==> config.mk <==
export PLATFORM = sky130hd
export DESIGN_NAME = bal_ctrl
export DESIGN_NICKNAME = d
export VERILOG_FILES = /design/src/design/bal_pkg.sv /design/src/design/bal_ctrl.sv
export VERILOG_INCLUDE_DIRS = /design/src /design/src/design
export SDC_FILE = /design/constraint.sdc
export NUM_CORES = 1
export LEC_CHECK = 0
export BUFFER_PORTS_ARGS = -buffer_cell sky130_fd_sc_hd__buf_2
export CAP_MARGIN = 20
export CELL_PAD_IN_SITES_DETAIL_PLACEMENT = 1
export CELL_PAD_IN_SITES_GLOBAL_PLACEMENT = 2
export CORE_MARGIN = 3
export CORE_UTILIZATION = 25
export CTS_CLUSTER_SIZE = 8
export DETAILED_ROUTE_END_ITERATION = 6
export GPL_ROUTABILITY_DRIVEN = 0
export HOLD_SLACK_MARGIN = 0.02
export PLACE_DENSITY = 0.83
export SYNTH_ARGS = -nofsm -noshare
export SYNTH_HDL_FRONTEND = slang
export SYNTH_SLANG_ARGS = --single-unit
==> constraint.sdc <==
create_clock -name clk -period 1.7 [get_ports clk]
set_input_delay 0.34 -clock clk [delete_from_list [all_inputs] [get_ports clk]]
set_output_delay 0.34 -clock clk [all_outputs]
set_load 0.03 [all_outputs]
==> src/design/bounded_array_list_assert.svh <==
// Assertion macros shared by the bounded array list RTL.
`ifndef BOUNDED_ARRAY_LIST_ASSERT_SVH
`define BOUNDED_ARRAY_LIST_ASSERT_SVH
`ifndef SYNTHESIS
// Same-cycle implication: when ante holds, cons must hold on the same edge.
`define BAL_ASSERT_NOW(lbl, clk, rst_n, ante, cons) \
	lbl: assert property (@(posedge clk) disable iff (!rst_n) (ante) |-> (cons)) \
		else $error("bounded_array_list: assertion failed");
// Next-cycle implication: when ante holds, cons must hold on the following edge.
`define BAL_ASSERT_NEXT(lbl, clk, rst_n, ante, cons) \
	lbl: assert property (@(posedge clk) disable iff (!rst_n) (ante) |=> (cons)) \
		else $error("bounded_array_list: assertion failed");
`else
`define BAL_ASSERT_NOW(lbl, clk, rst_n, ante, cons)
`define BAL_ASSERT_NEXT(lbl, clk, rst_n, ante, cons)
`endif
`endif

==> src/design/bal_pkg.sv <==
// Shared constants, codes and controller/datapath interface types for the array list.
`timescale 1ns / 1ps
`default_nettype none
package bal_pkg;

	localparam int LIST_DEPTH_DEF = 64;
	localparam int CMD_W = 3;
	localparam int POS_W = 6;
	localparam int DATA_W = 64;
	localparam int ITEM_W = 7;

	// Command codes carried on the command field.
	typedef enum logic [CMD_W-1:0] {
		CMD_APPEND = 3'd0,
		CMD_INSERT = 3'd1,
		CMD_SET    = 3'd2,
		CMD_GET    = 3'd3,
		CMD_CLEAR  = 3'd4
	} cmd_t;

	// Source of the word written into the store.
	typedef enum logic {
		WSRC_VALUE = 1'b0,
		WSRC_RDATA = 1'b1
	} wsrc_t;

	// Write address selection.
	typedef enum logic [1:0] {
		WA_COUNT = 2'd0,
		WA_POS   = 2'd1,
		WA_IDX   = 2'd2
	} waddr_sel_t;

	// Read address selection.
	typedef enum logic {
		RA_POS    = 1'b0,
		RA_IDX_M1 = 1'b1
	} raddr_sel_t;

	// Update of the entry count.
	typedef enum logic [1:0] {
		CNT_HOLD  = 2'd0,
		CNT_INC   = 2'd1,
		CNT_CLEAR = 2'd2
	} cnt_op_t;

	// Commands from the controller to the datapath.
	typedef struct packed {
		logic       capture;
		logic       ram_we;
		wsrc_t      wsrc;
		waddr_sel_t wa;
		raddr_sel_t ra;
		logic       idx_load;
		logic       idx_dec;
		cnt_op_t    cnt_op;
		logic       res_set;
		logic       res_ok;
		logic       res_rd;
		logic       out_load;
	} dp_cmd_t;

	// Status from the datapath to the controller.
	typedef struct packed {
		logic [CMD_W-1:0] cmd;
		logic             in_list;
		logic             has_room;
		logic             shift_last;
		logic             out_free;
	} dp_stat_t;

endpackage
`default_nettype wire

==> src/design/bal_ctrl.sv <==
// Controller state machine that sequences each list command through the datapath.
`timescale 1ns / 1ps
`default_nettype none
module bal_ctrl (
	input  wire logic              clk,
	input  wire logic              arst_n,
	input  wire logic              in_valid,
	output logic                   in_ready,
	input  wire bal_pkg::dp_stat_t stat,
	output bal_pkg::dp_cmd_t       cmd
);

	`include "bounded_array_list_assert.svh"

	typedef enum logic [6:0] {
		ST_IDLE      = 7'b0000001,
		ST_EXEC      = 7'b0000010,
		ST_SHIFT_RD  = 7'b0000100,
		ST_SHIFT_WR  = 7'b0001000,
		ST_INS_WR    = 7'b0010000,
		ST_READ_WAIT = 7'b0100000,
		ST_DONE      = 7'b1000000
	} state_t;

	state_t state_q;
	state_t state_d;

	// Next state and datapath commands.
	always_comb begin
		state_d = state_q;
		cmd     = '0;
		unique case (state_q)
			ST_IDLE: begin
				if (in_valid) begin
					cmd.capture = 1'b1;
					state_d     = ST_EXEC;
				end
			end
			ST_EXEC: begin
				state_d     = ST_DONE;
				cmd.res_set = 1'b1;
				unique case (stat.cmd)
					bal_pkg::CMD_APPEND: begin
						if (stat.has_room) begin
							cmd.ram_we = 1'b1;
							cmd.wsrc   = bal_pkg::WSRC_VALUE;
							cmd.wa     = bal_pkg::WA_COUNT;
							cmd.cnt_op = bal_pkg::CNT_INC;
							cmd.res_ok = 1'b1;
						end
					end
					bal_pkg::CMD_INSERT: begin
						if (stat.in_list && stat.has_room) begin
							cmd.res_set  = 1'b0;
							cmd.idx_load = 1'b1;
							state_d      = ST_SHIFT_RD;
						end
					end
					bal_pkg::CMD_SET: begin
						if (stat.in_list) begin
							cmd.ram_we = 1'b1;
							cmd.wsrc   = bal_pkg::WSRC_VALUE;
							cmd.wa     = bal_pkg::WA_POS;
							cmd.res_ok = 1'b1;
						end
					end
					bal_pkg::CMD_GET: begin
						if (stat.in_list) begin
							cmd.res_set = 1'b0;
							cmd.ra      = bal_pkg::RA_POS;
							state_d     = ST_READ_WAIT;
						end
					end
					bal_pkg::CMD_CLEAR: begin
						cmd.cnt_op = bal_pkg::CNT_CLEAR;
						cmd.res_ok = 1'b1;
					end
					default: begin
						cmd.res_ok = 1'b0;
					end
				endcase
			end
			ST_SHIFT_RD: begin
				cmd.ra  = bal_pkg::RA_IDX_M1;
				state_d = ST_SHIFT_WR;
			end
			ST_SHIFT_WR: begin
				cmd.ram_we  = 1'b1;
				cmd.wsrc    = bal_pkg::WSRC_RDATA;
				cmd.wa      = bal_pkg::WA_IDX;
				cmd.idx_dec = 1'b1;
				state_d     = stat.shift_last ? ST_INS_WR : ST_SHIFT_RD;
			end
			ST_INS_WR: begin
				cmd.ram_we  = 1'b1;
				cmd.wsrc    = bal_pkg::WSRC_VALUE;
				cmd.wa      = bal_pkg::WA_POS;
				cmd.cnt_op  = bal_pkg::CNT_INC;
				cmd.res_set = 1'b1;
				cmd.res_ok  = 1'b1;
				state_d     = ST_DONE;
			end
			ST_READ_WAIT: begin
				cmd.res_set = 1'b1;
				cmd.res_ok  = 1'b1;
				cmd.res_rd  = 1'b1;
				state_d     = ST_DONE;
			end
			ST_DONE: begin
				if (stat.out_free) begin
					cmd.out_load = 1'b1;
					state_d      = ST_IDLE;
				end
			end
			default: begin
				state_d = ST_IDLE;
			end
		endcase
	end

	// State register.
	always_ff @(posedge clk or negedge arst_n) begin
		if (!arst_n) begin
			state_q <= ST_IDLE;
		end else begin
			state_q <= state_d;
		end
	end

	assign in_ready = (state_q == ST_IDLE);

	// After a word is taken the block is busy with it on the next cycle.
	`BAL_ASSERT_NEXT(a_busy_after_accept, clk, arst_n, in_valid && in_ready, !in_ready)
	// The final insert write only happens while the list still has room.
	`BAL_ASSERT_NOW(a_insert_room, clk, arst_n, state_q == ST_INS_WR, stat.has_room)

endmodule
`default_nettype wire

Yosys cells after proc, flatten, opt, wreduce, memory -nomap -nowiden. Cells that the tools add are included. W data, S select, Z words.

Output and inout bits: 15. Logic and storage cells: 49. Flip-flop bits (word level): 7. Input port bits: 10.

Mux-type cells: 31. Reduce and logical (&&, ||, !) cells: 4. Equal/unequal tests: 13.

Operators with widths (count): $pmux W7 S6 (1); $mux W7 (4); $mux W1 (15); $pmux W7 S2 (1); $pmux W2 S2 (3); $pmux W4 S3 (1); $mux W4 (2); $pmux W4 S2 (1); $eq A7 B1 Y1 const B (1); $eq A7 B2 Y1 const B (1); $eq A7 B3 Y1 const B (1); $eq A7 B4 Y1 const B (1); $eq A7 B5 Y1 const B (1); $eq A7 B6 Y1 const B (1); $eq A7 B7 Y1 const B (1); $eq A3 B2 Y1 const B (2); $mux W5 (1); $ne A2 B2 Y1 const B (2); $eq A3 B1 Y1 const B (1); $eq A3 B3 Y1 const B (1); $logic_not A3 Y1 (1); $pmux W1 S3 (1); $pmux W1 S2 (1); $reduce_and A2 Y1 (1); 2 further kinds (2).

Longest topological paths before layout. Gate-level depths: netlist of the first run.

Word-level depth: 4. Gate-level depth with buffers: 5. Mapped depth without buffers: 4.

Worst setup path after synthesis of the first run. Ideal clock, no wire load.

Path kind: flip-flop to output port. From: reg state_q[2]. To: out cmd[4] in the netlist's numbering. Data arrival time: 1728 ps. Stages on the path, launching flop included: 4. Setup slack: -368 ps. Cells stage by stage: dfrtp_1 nor3_2 nand4_2 o31ai_1.

RTL lines: start, declared (line bal_ctrl.sv:25) `state_t state_q;`; start signal, assigned (line bal_ctrl.sv:126) `state_q <= state_d;`; end, declared (line bal_ctrl.sv:10) `output bal_pkg::dp_cmd_t cmd`.

==> metrics.log, run 1 <==
INFO  metric die_extent_in_x = 52.8 µm
INFO  metric synth_flop_cell = dfrtp_1
INFO  metric largest_regs = state_q x7
INFO  metric synthDominantCellAreaShare = 27.4%
INFO  metric setup_total_negative_slack = -2970 ps
INFO  metric worst_hold_slack = 293 ps
INFO  metric relSlewSlack = 70.9%
INFO  metric nets = 116
INFO  metric post_synth_num_cell_types = 33
INFO  metric antenna_found_initial = 0
INFO  metric violations = setup timing
INFO  metric wire_length_of_the_first_global_routing_pass = 3020 µm
INFO  metric insertedDiodeCount = 0
INFO  metric maxSlewViolCount = 0
INFO  metric power.density = 1050 nW/µm²
INFO  metric report.final.setup_viol = 15
INFO  metric syn_nets = 70
INFO  metric mean_instance_size_in_the_synthesized_netlist = 9.13 µm²
INFO  metric synth.ff_latch_count = 7
INFO  metric clk-insertion-delay-late = 260 ps
INFO  metric vdd_drop_max = 662 µV
INFO  metric hold_viol_final = 0
INFO  metric grt_pass1_vias = 624
INFO  metric critPathArrivalTime = 1640 ps
INFO  metric port_buffers = 24
INFO  metric final_standard_cell_area_without_fillers = 1030 µm²
INFO  metric post-route-worst-setup-slack = -277 ps
INFO  metric largest_register_ffs = 7
INFO  metric cts-root-to-sink-buffers = 2
INFO  metric tritoncts_buffers = 3
INFO  metric total_power = 0.00108 W
INFO  metric floorplan.core_area = 2020 µm²
INFO  metric crit_path_max_incr_delay = 400 ps
INFO  metric holdCritPathClass = input port to flop
INFO  metric ys_warn_count = 0
INFO  metric worst_setup_path_end_kind = output port
INFO  metric drt-pass1-iter-count = 4
INFO  metric async_reset_ff_share = 100%
INFO  metric cts_tree = done
INFO  metric row_count = 16
INFO  metric final.setup_skew = 2.39 ps
INFO  metric detailed_place.area = 863 µm²
INFO  metric setup_repair_after_global_routing_missed_its_margin = yes
INFO  metric required_arrival_time_at_the_worst_endpoint = 1360 ps
INFO  metric netlist.top_cell.by_area = dfrtp_1
INFO  metric synth_edf_count = 0
INFO  metric initial_utilization = 27.1%
INFO  metric routed_wl = 1950 µm
INFO  metric grt_overflow = 0
INFO  metric fin_crit_sh = 116%
INFO  metric route.antenna.remaining_nets = 0
INFO  metric clock_tree.htree_level_count = 1
INFO  metric max_cap_viol_count = 0
INFO  metric criticalPathCategory = flop to output port
INFO  metric finalWorstPathRequiredPeriod = 1980 ps
INFO  metric maximum_net_fanout_on_the_critical_path = 5
INFO  metric netlist_area = 548 µm²
INFO  metric grtUsageTotal = 15.6%
INFO  metric top_level_ports = 25
INFO  metric crit_slowest_cell = dfstp_2
INFO  metric floorplan.die.height = 52.8 µm
INFO  metric worst_setup_hold_path_clk_slew = 50 ps
INFO  metric largest-register = state_q
INFO  metric area_grow_syn2layout = 87.2%
INFO  metric post-place-ws = -36.2 ps
INFO  metric routedWlPerCell = 14.7 µm
INFO  metric detailroute.via_count = 635
INFO  metric remaining_drc_errors = 0
INFO  metric drive_above_1_share = 63.8%
INFO  metric clockRootBuffer = clkbuf_4
INFO  metric tightest_slew = 433 ps
INFO  metric main_area_contributors_after_synthesis = dfrtp_1 27%, nor2_1 6.2%, nor4b_2 5.5%
INFO  metric critical_path.cell_chain = nor3_4, nand4_4, o311ai_4, buf_6
INFO  metric avgViaCountPerCell = 4.81
INFO  metric drtIter0Drc = 4
INFO  metric die_area = 2790 µm²
INFO  metric final_hpwl_dp = 1550 µm
INFO  metric grt_start_max_net_pins = 8
INFO  metric run_status = complete, but fails checks
INFO  metric netlist_instances = 60
INFO  metric leakage = 0.503 nW
INFO  metric maxClockFrequency = 506 MHz
INFO  metric clock-sinks = 7
INFO  metric seq_area_frac_synth = 32.2%
INFO  metric num-fill-cells = 233
INFO  metric worst_setup_path_start_kind = flop
==> per-stage QoR <==
stage,utilization [%],cells
finish,50.7,132
global route,50.7,132
CTS,48.8,130
detailed placement,42.7,124
global placement,42.7,124
floorplan,-,60
==> area by class of cell <==
class	instances	area, µm²	area share (%)
sequential	7	179	17.4
multi-input combinational	47	439	42.8
inverter	4	15.0	1.46
clock buffer	4	26.3	2.56
tap	27	33.8	3.29
timing repair buffer	43	333	32.4
==> kinds of logic (layout without fill, tap and decap cells) <==
group,count (synthesis),in the layout,synth area share [%]
xor gates and xnor gates,2,2,3.20
and+or+nand+nor,34,34,44.5
AOI/OAI and AO/OA,11,11,15.1
DFF,7,7,32.2
buffers and inverters,6,51,5.02
==> path summary, 6_finish.rpt <==
path	startpoint	end	slack, ps	cells after the start
max	state_q[0]	cmd[12]	-280	4
min	stat[1]	state_q[2]	290	2
max reg2reg	state_q[1]	state_q[0]	160	6
min reg2reg	state_q[1]	state_q[5]	700	2
max in group asynchronous	arst_n	state_q[0]	1020	2
min in group asynchronous	arst_n	state_q[5]	450	2
==> timing repair <==
item                                    in CTS  in global routing
pin swaps                                    6                  5
setup buffers                                1                  2
endpoints found under the setup margin      15                 16
hold endpoints to repair                     6                  0
hold buffers                                 1                  0
gates resized for setup                     23                  7
cloned                                       0                  0
==> placed cells by master (no fill, tap or decap), types with 2 or more instances in the layout <==
| cell | Yosys | routed |
|---|---|---|
| buf_4 | 1 | 20 |
| buf_2 | 1 | 12 |
| buf_6 | 0 | 10 |
| nor2_1 | 9 | 8 |
| dfrtp_1 | 6 | 4 |
| inv_1 | 4 | 3 |
| and2_1 | 4 | 3 |
| clkbuf_4 | 0 | 3 |
| nor3_4 | 1 | 2 |
| nand3b_1 | 2 | 2 |
| o21ai_2 | 0 | 2 |
| nand2b_1 | 2 | 2 |
| nand3_2 | 1 | 2 |
| xor2_1 | 2 | 2 |
| dfrtp_2 | 0 | 2 |
==> report_power, final <==
group	leakage, nW	total (W)	switching, W	internal, W
Sequential	0.0900	0.000267	0.0000581	0.000209
Combinational	0.398	0.000653	0.000332	0.000321
Clock	0.0150	0.000155	0.0000653	0.0000898
==> worst max-delay path: cells and delay by family (launching register included) <==
family	cells	cell delay (ps)
compound gates	1	320
simple gates	2	490
buf+inv	1	170
flops	1	400
==> Yosys cell counts (2+ instances only) <==
library cell	instances
o21ai_1	3
dfrtp_1	6
and2_1	4
nand3b_1	2
nand2b_1	2
inv_1	4
nor4b_2	2
xor2_1	2
nor2_1	9
nor3_2	2
and4b_1	2
==> routing by layer <==
metal | GRT usage (%) | wire, µm | vias to the layer above
met5 | 0 | 0 | -
met4 | 6.38 | 28 | 0
met3 | 4.27 | 74 | 4
met2 | 27.1 | 1060 | 15
met1 | 17.6 | 788 | 305
li1 | - | - | 311
Power figures use the tool's default switching activity.
==> inputs of run 2 (changes only) <==
- SKIP_LAST_GASP: not set -> 1
==> run 2 against run 1 <==
The run still ends with setup timing left. Sequential share of layout area fell by 0.60 points. Clock skew barely moved. Flip-flop and latch count did not move. Count of clock-buffer cells in the layout did not move. Power rose by 5.3%. Core utilization rose by 1.8 points. Wire length rose by 7.5%. First-iteration DRC count fell by 25%. Die area did not move. Via count rose by 0.63%. Largest cell class unchanged.
==> metrics.log, run 2 (synthesis gave the netlist of run 1 again) <==
INFO  metric run_status = complete, but fails checks (unchanged)
INFO  metric violations = setup timing (unchanged)
INFO  metric setup_total_negative_slack = -3160 ps (was -2970 ps)
INFO  metric routed_wl = 2090 µm (was 1950 µm)
INFO  metric drtIter0Drc = 3 (was 4)
INFO  metric wire_length_of_the_first_global_routing_pass = 3030 µm (was 3020 µm)
INFO  metric die_extent_in_x = 52.8 µm (unchanged)
INFO  metric combinationalPowerShare = 63.2% (was 60.8%)
INFO  metric grt_pass1_vias = 634 (was 624)
INFO  metric antenna_found_initial = 0 (unchanged)
INFO  metric insertedDiodeCount = 0 (unchanged)
INFO  metric routedWlPerCell = 15.7 µm (was 14.7 µm)
INFO  metric grt_start_max_net_pins = 8 (unchanged)
INFO  metric seqPwrFrac = 23.1% (was 24.8%)
INFO  metric clock_tree.htree_level_count = 1 (unchanged)
INFO  metric swShare = 42.5% (was 42.3%)
INFO  metric worst_setup_hold_path_clk_slew = 50 ps (about the same)
INFO  metric worst_setup_path_start_kind = flop (unchanged)
INFO  metric remaining_drc_errors = 0 (unchanged)
INFO  metric p_switching = 0.000482 W (was 0.000455 W)
INFO  metric final_cell_mix = 18 x buf_4, 13 x buf_6, 12 x buf_2 (was 20 x buf_4, 12 x buf_2, 10 x buf_6)
INFO  metric detailroute.via_count = 639 (was 635)
INFO  metric required_arrival_time_at_the_worst_endpoint = 1360 ps (about the same)
INFO  metric grtUsageTotal = 15.6% (unchanged)
INFO  metric drt-pass1-iter-count = 4 (unchanged)
INFO  metric report.final.setup_viol = 15 (unchanged)
INFO  metric top_level_ports = 25 (unchanged)
INFO  metric finalWorstPathRequiredPeriod = 1980 ps (about the same)
INFO  metric fin_crit_sh = 116% (about the same)
INFO  metric clockRootBuffer = clkbuf_4 (unchanged)
INFO  metric cts_tree = done (unchanged)
INFO  metric grt_overflow = 0 (unchanged)
INFO  metric final_hpwl_dp = 1550 µm (unchanged)
INFO  metric route.antenna.remaining_nets = 0 (unchanged)
INFO  metric avgViaCountPerCell = 4.80 (was 4.81)
INFO  metric critical_path.cell_chain = nor3_4, nand4_4, o311ai_4, buf_6 (unchanged)
INFO  metric vdd_drop_max = 690 µV (was 662 µV)
INFO  metric crit_slowest_cell = dfrtp_1 (was dfstp_2)
INFO  metric floorplan.core_area = 2020 µm² (unchanged)
INFO  metric row_count = 16 (unchanged)
INFO  metric area_grow_syn2layout = 93.8% (was 87.2%)
INFO  metric worst_setup_path_end_kind = output port (unchanged)
INFO  metric clock-sinks = 7 (unchanged)
INFO  metric holdCritPathClass = input port to flop (unchanged)
INFO  metric cell_internal_pwr = 0.000651 W (was 0.000620 W)
INFO  metric largest_register_ffs = 7 (unchanged)
INFO  metric maxClockFrequency = 505 MHz (was 506 MHz)
INFO  metric final.setup_skew = 1.90 ps (was 2.39 ps)
INFO  metric maxSlewViolCount = 0 (unchanged)
INFO  metric criticalPathCategory = flop to output port (unchanged)
INFO  metric crit_path_max_incr_delay = 400 ps (about the same)
INFO  metric port_buffers = 24 (unchanged)
INFO  metric tritoncts_buffers = 3 (unchanged)
INFO  metric clock_power_share = 13.6% (was 14.4%)
INFO  metric die_area = 2790 µm² (unchanged)
INFO  metric max_cap_viol_count = 0 (unchanged)
INFO  metric largest-register = state_q (unchanged)
INFO  metric hold_viol_final = 0 (unchanged)
INFO  metric maximum_net_fanout_on_the_critical_path = 5 (unchanged)
INFO  metric initial_utilization = 27.1% (unchanged)
INFO  metric clk-insertion-delay-late = 260 ps (about the same)
INFO  metric critPathArrivalTime = 1640 ps (about the same)
INFO  metric power.density = 1070 nW/µm² (was 1050 nW/µm²)
INFO  metric largest_regs = state_q x7 (unchanged)
INFO  metric floorplan.die.height = 52.8 µm (unchanged)
INFO  metric drive_above_1_share = 67.0% (was 63.8%)
INFO  metric relSlewSlack = 70.7% (was 70.9%)
INFO  metric leakage = 0.515 nW (was 0.503 nW)
INFO  metric nets = 117 (was 116)
INFO  metric setup_repair_after_global_routing_missed_its_margin = yes (unchanged)
INFO  metric cts-root-to-sink-buffers = 2 (unchanged)
INFO  metric post-route-worst-setup-slack = -280 ps (was -277 ps)
INFO  metric mostFrequentLayoutCell = buf_4 (unchanged)
INFO  metric finalCoreUtilization = 52.5% (was 50.7%)
INFO  metric tightest_slew = 436 ps (was 433 ps)
run 2: worst max-delay path: cells and delay by family (launching register included):
kind	cells	cell delay [ps]
simple gates	2	490
flops	1	400
compound gates	1	320
buf+inv	1	170
run 2: path summary, 6_finish.rpt:
check | start | to | slack, ps | cells after the start
worst max-delay path | state_q[2] | cmd[12] | -280 | 4
worst min-delay path | stat[1] | state_q[2] | 300 | 2
worst max register to register | state_q[1] | state_q[0] | 130 | 6
worst min register to register | state_q[1] | state_q[5] | 700 | 2
max in group asynchronous | arst_n | state_q[0] | 1020 | 2
min in group asynchronous | arst_n | state_q[1] | 450 | 2
run 2: stage by stage:
stage | worst slack [ps] | instances | hold slack (ps) | area, µm² | power [W]
final | -280 | 133 | 299 | 1060 | 0.00113
after global routing | -379 | 133 | 302 | 1060 | 0.00121
after CTS | -264 | 130 | 287 | 976 | 0.00103
after detailed placement | -36.2 | 124 | 187 | 863 | 0.000799
after global placement | -31.3 | 124 | 185 | 863 | 0.000784
after floorplan | -53.1 | 60 | 44.4 | 609 | 0.000581
run 2: layout make-up:
type	count	area (µm²)
inverters	4	15.0
fillers	231	960
clock buffers	4	26.3
well taps	27	33.8
flip-flops and latches	7	179
multi-input cells	47	457
repair buffers	44	352
run 2: layer usage:
layer | global-route usage (%) | up-vias | share of wire, %
met5 | 0 | - | 0
met4 | 6.38 | 0 | 1.3
met3 | 4.27 | 4 | 3.4
met2 | 27.3 | 17 | 58
met1 | 17.5 | 307 | 37
li1 | - | 311 | -
run 2: power by group through the flow:
stage	clock, W	combinational [W]	sequential [W]
detailed placement	0	0.000536	0.000262
global placement	0	0.000520	0.000263
floorplan	0	0.000334	0.000247
CTS	0.000162	0.000608	0.000260
global route	0.000177	0.000770	0.000266
finish	0.000155	0.000716	0.000262
run 2: what timing repair did:
item	4_1_cts	5_1_grt
gates cloned	0	0
pin swaps	6	7
endpoints found under the hold margin	6	0
hold buffers	1	0
resized for setup	20	18
endpoints found under the setup margin	15	16
setup buffers	1	3
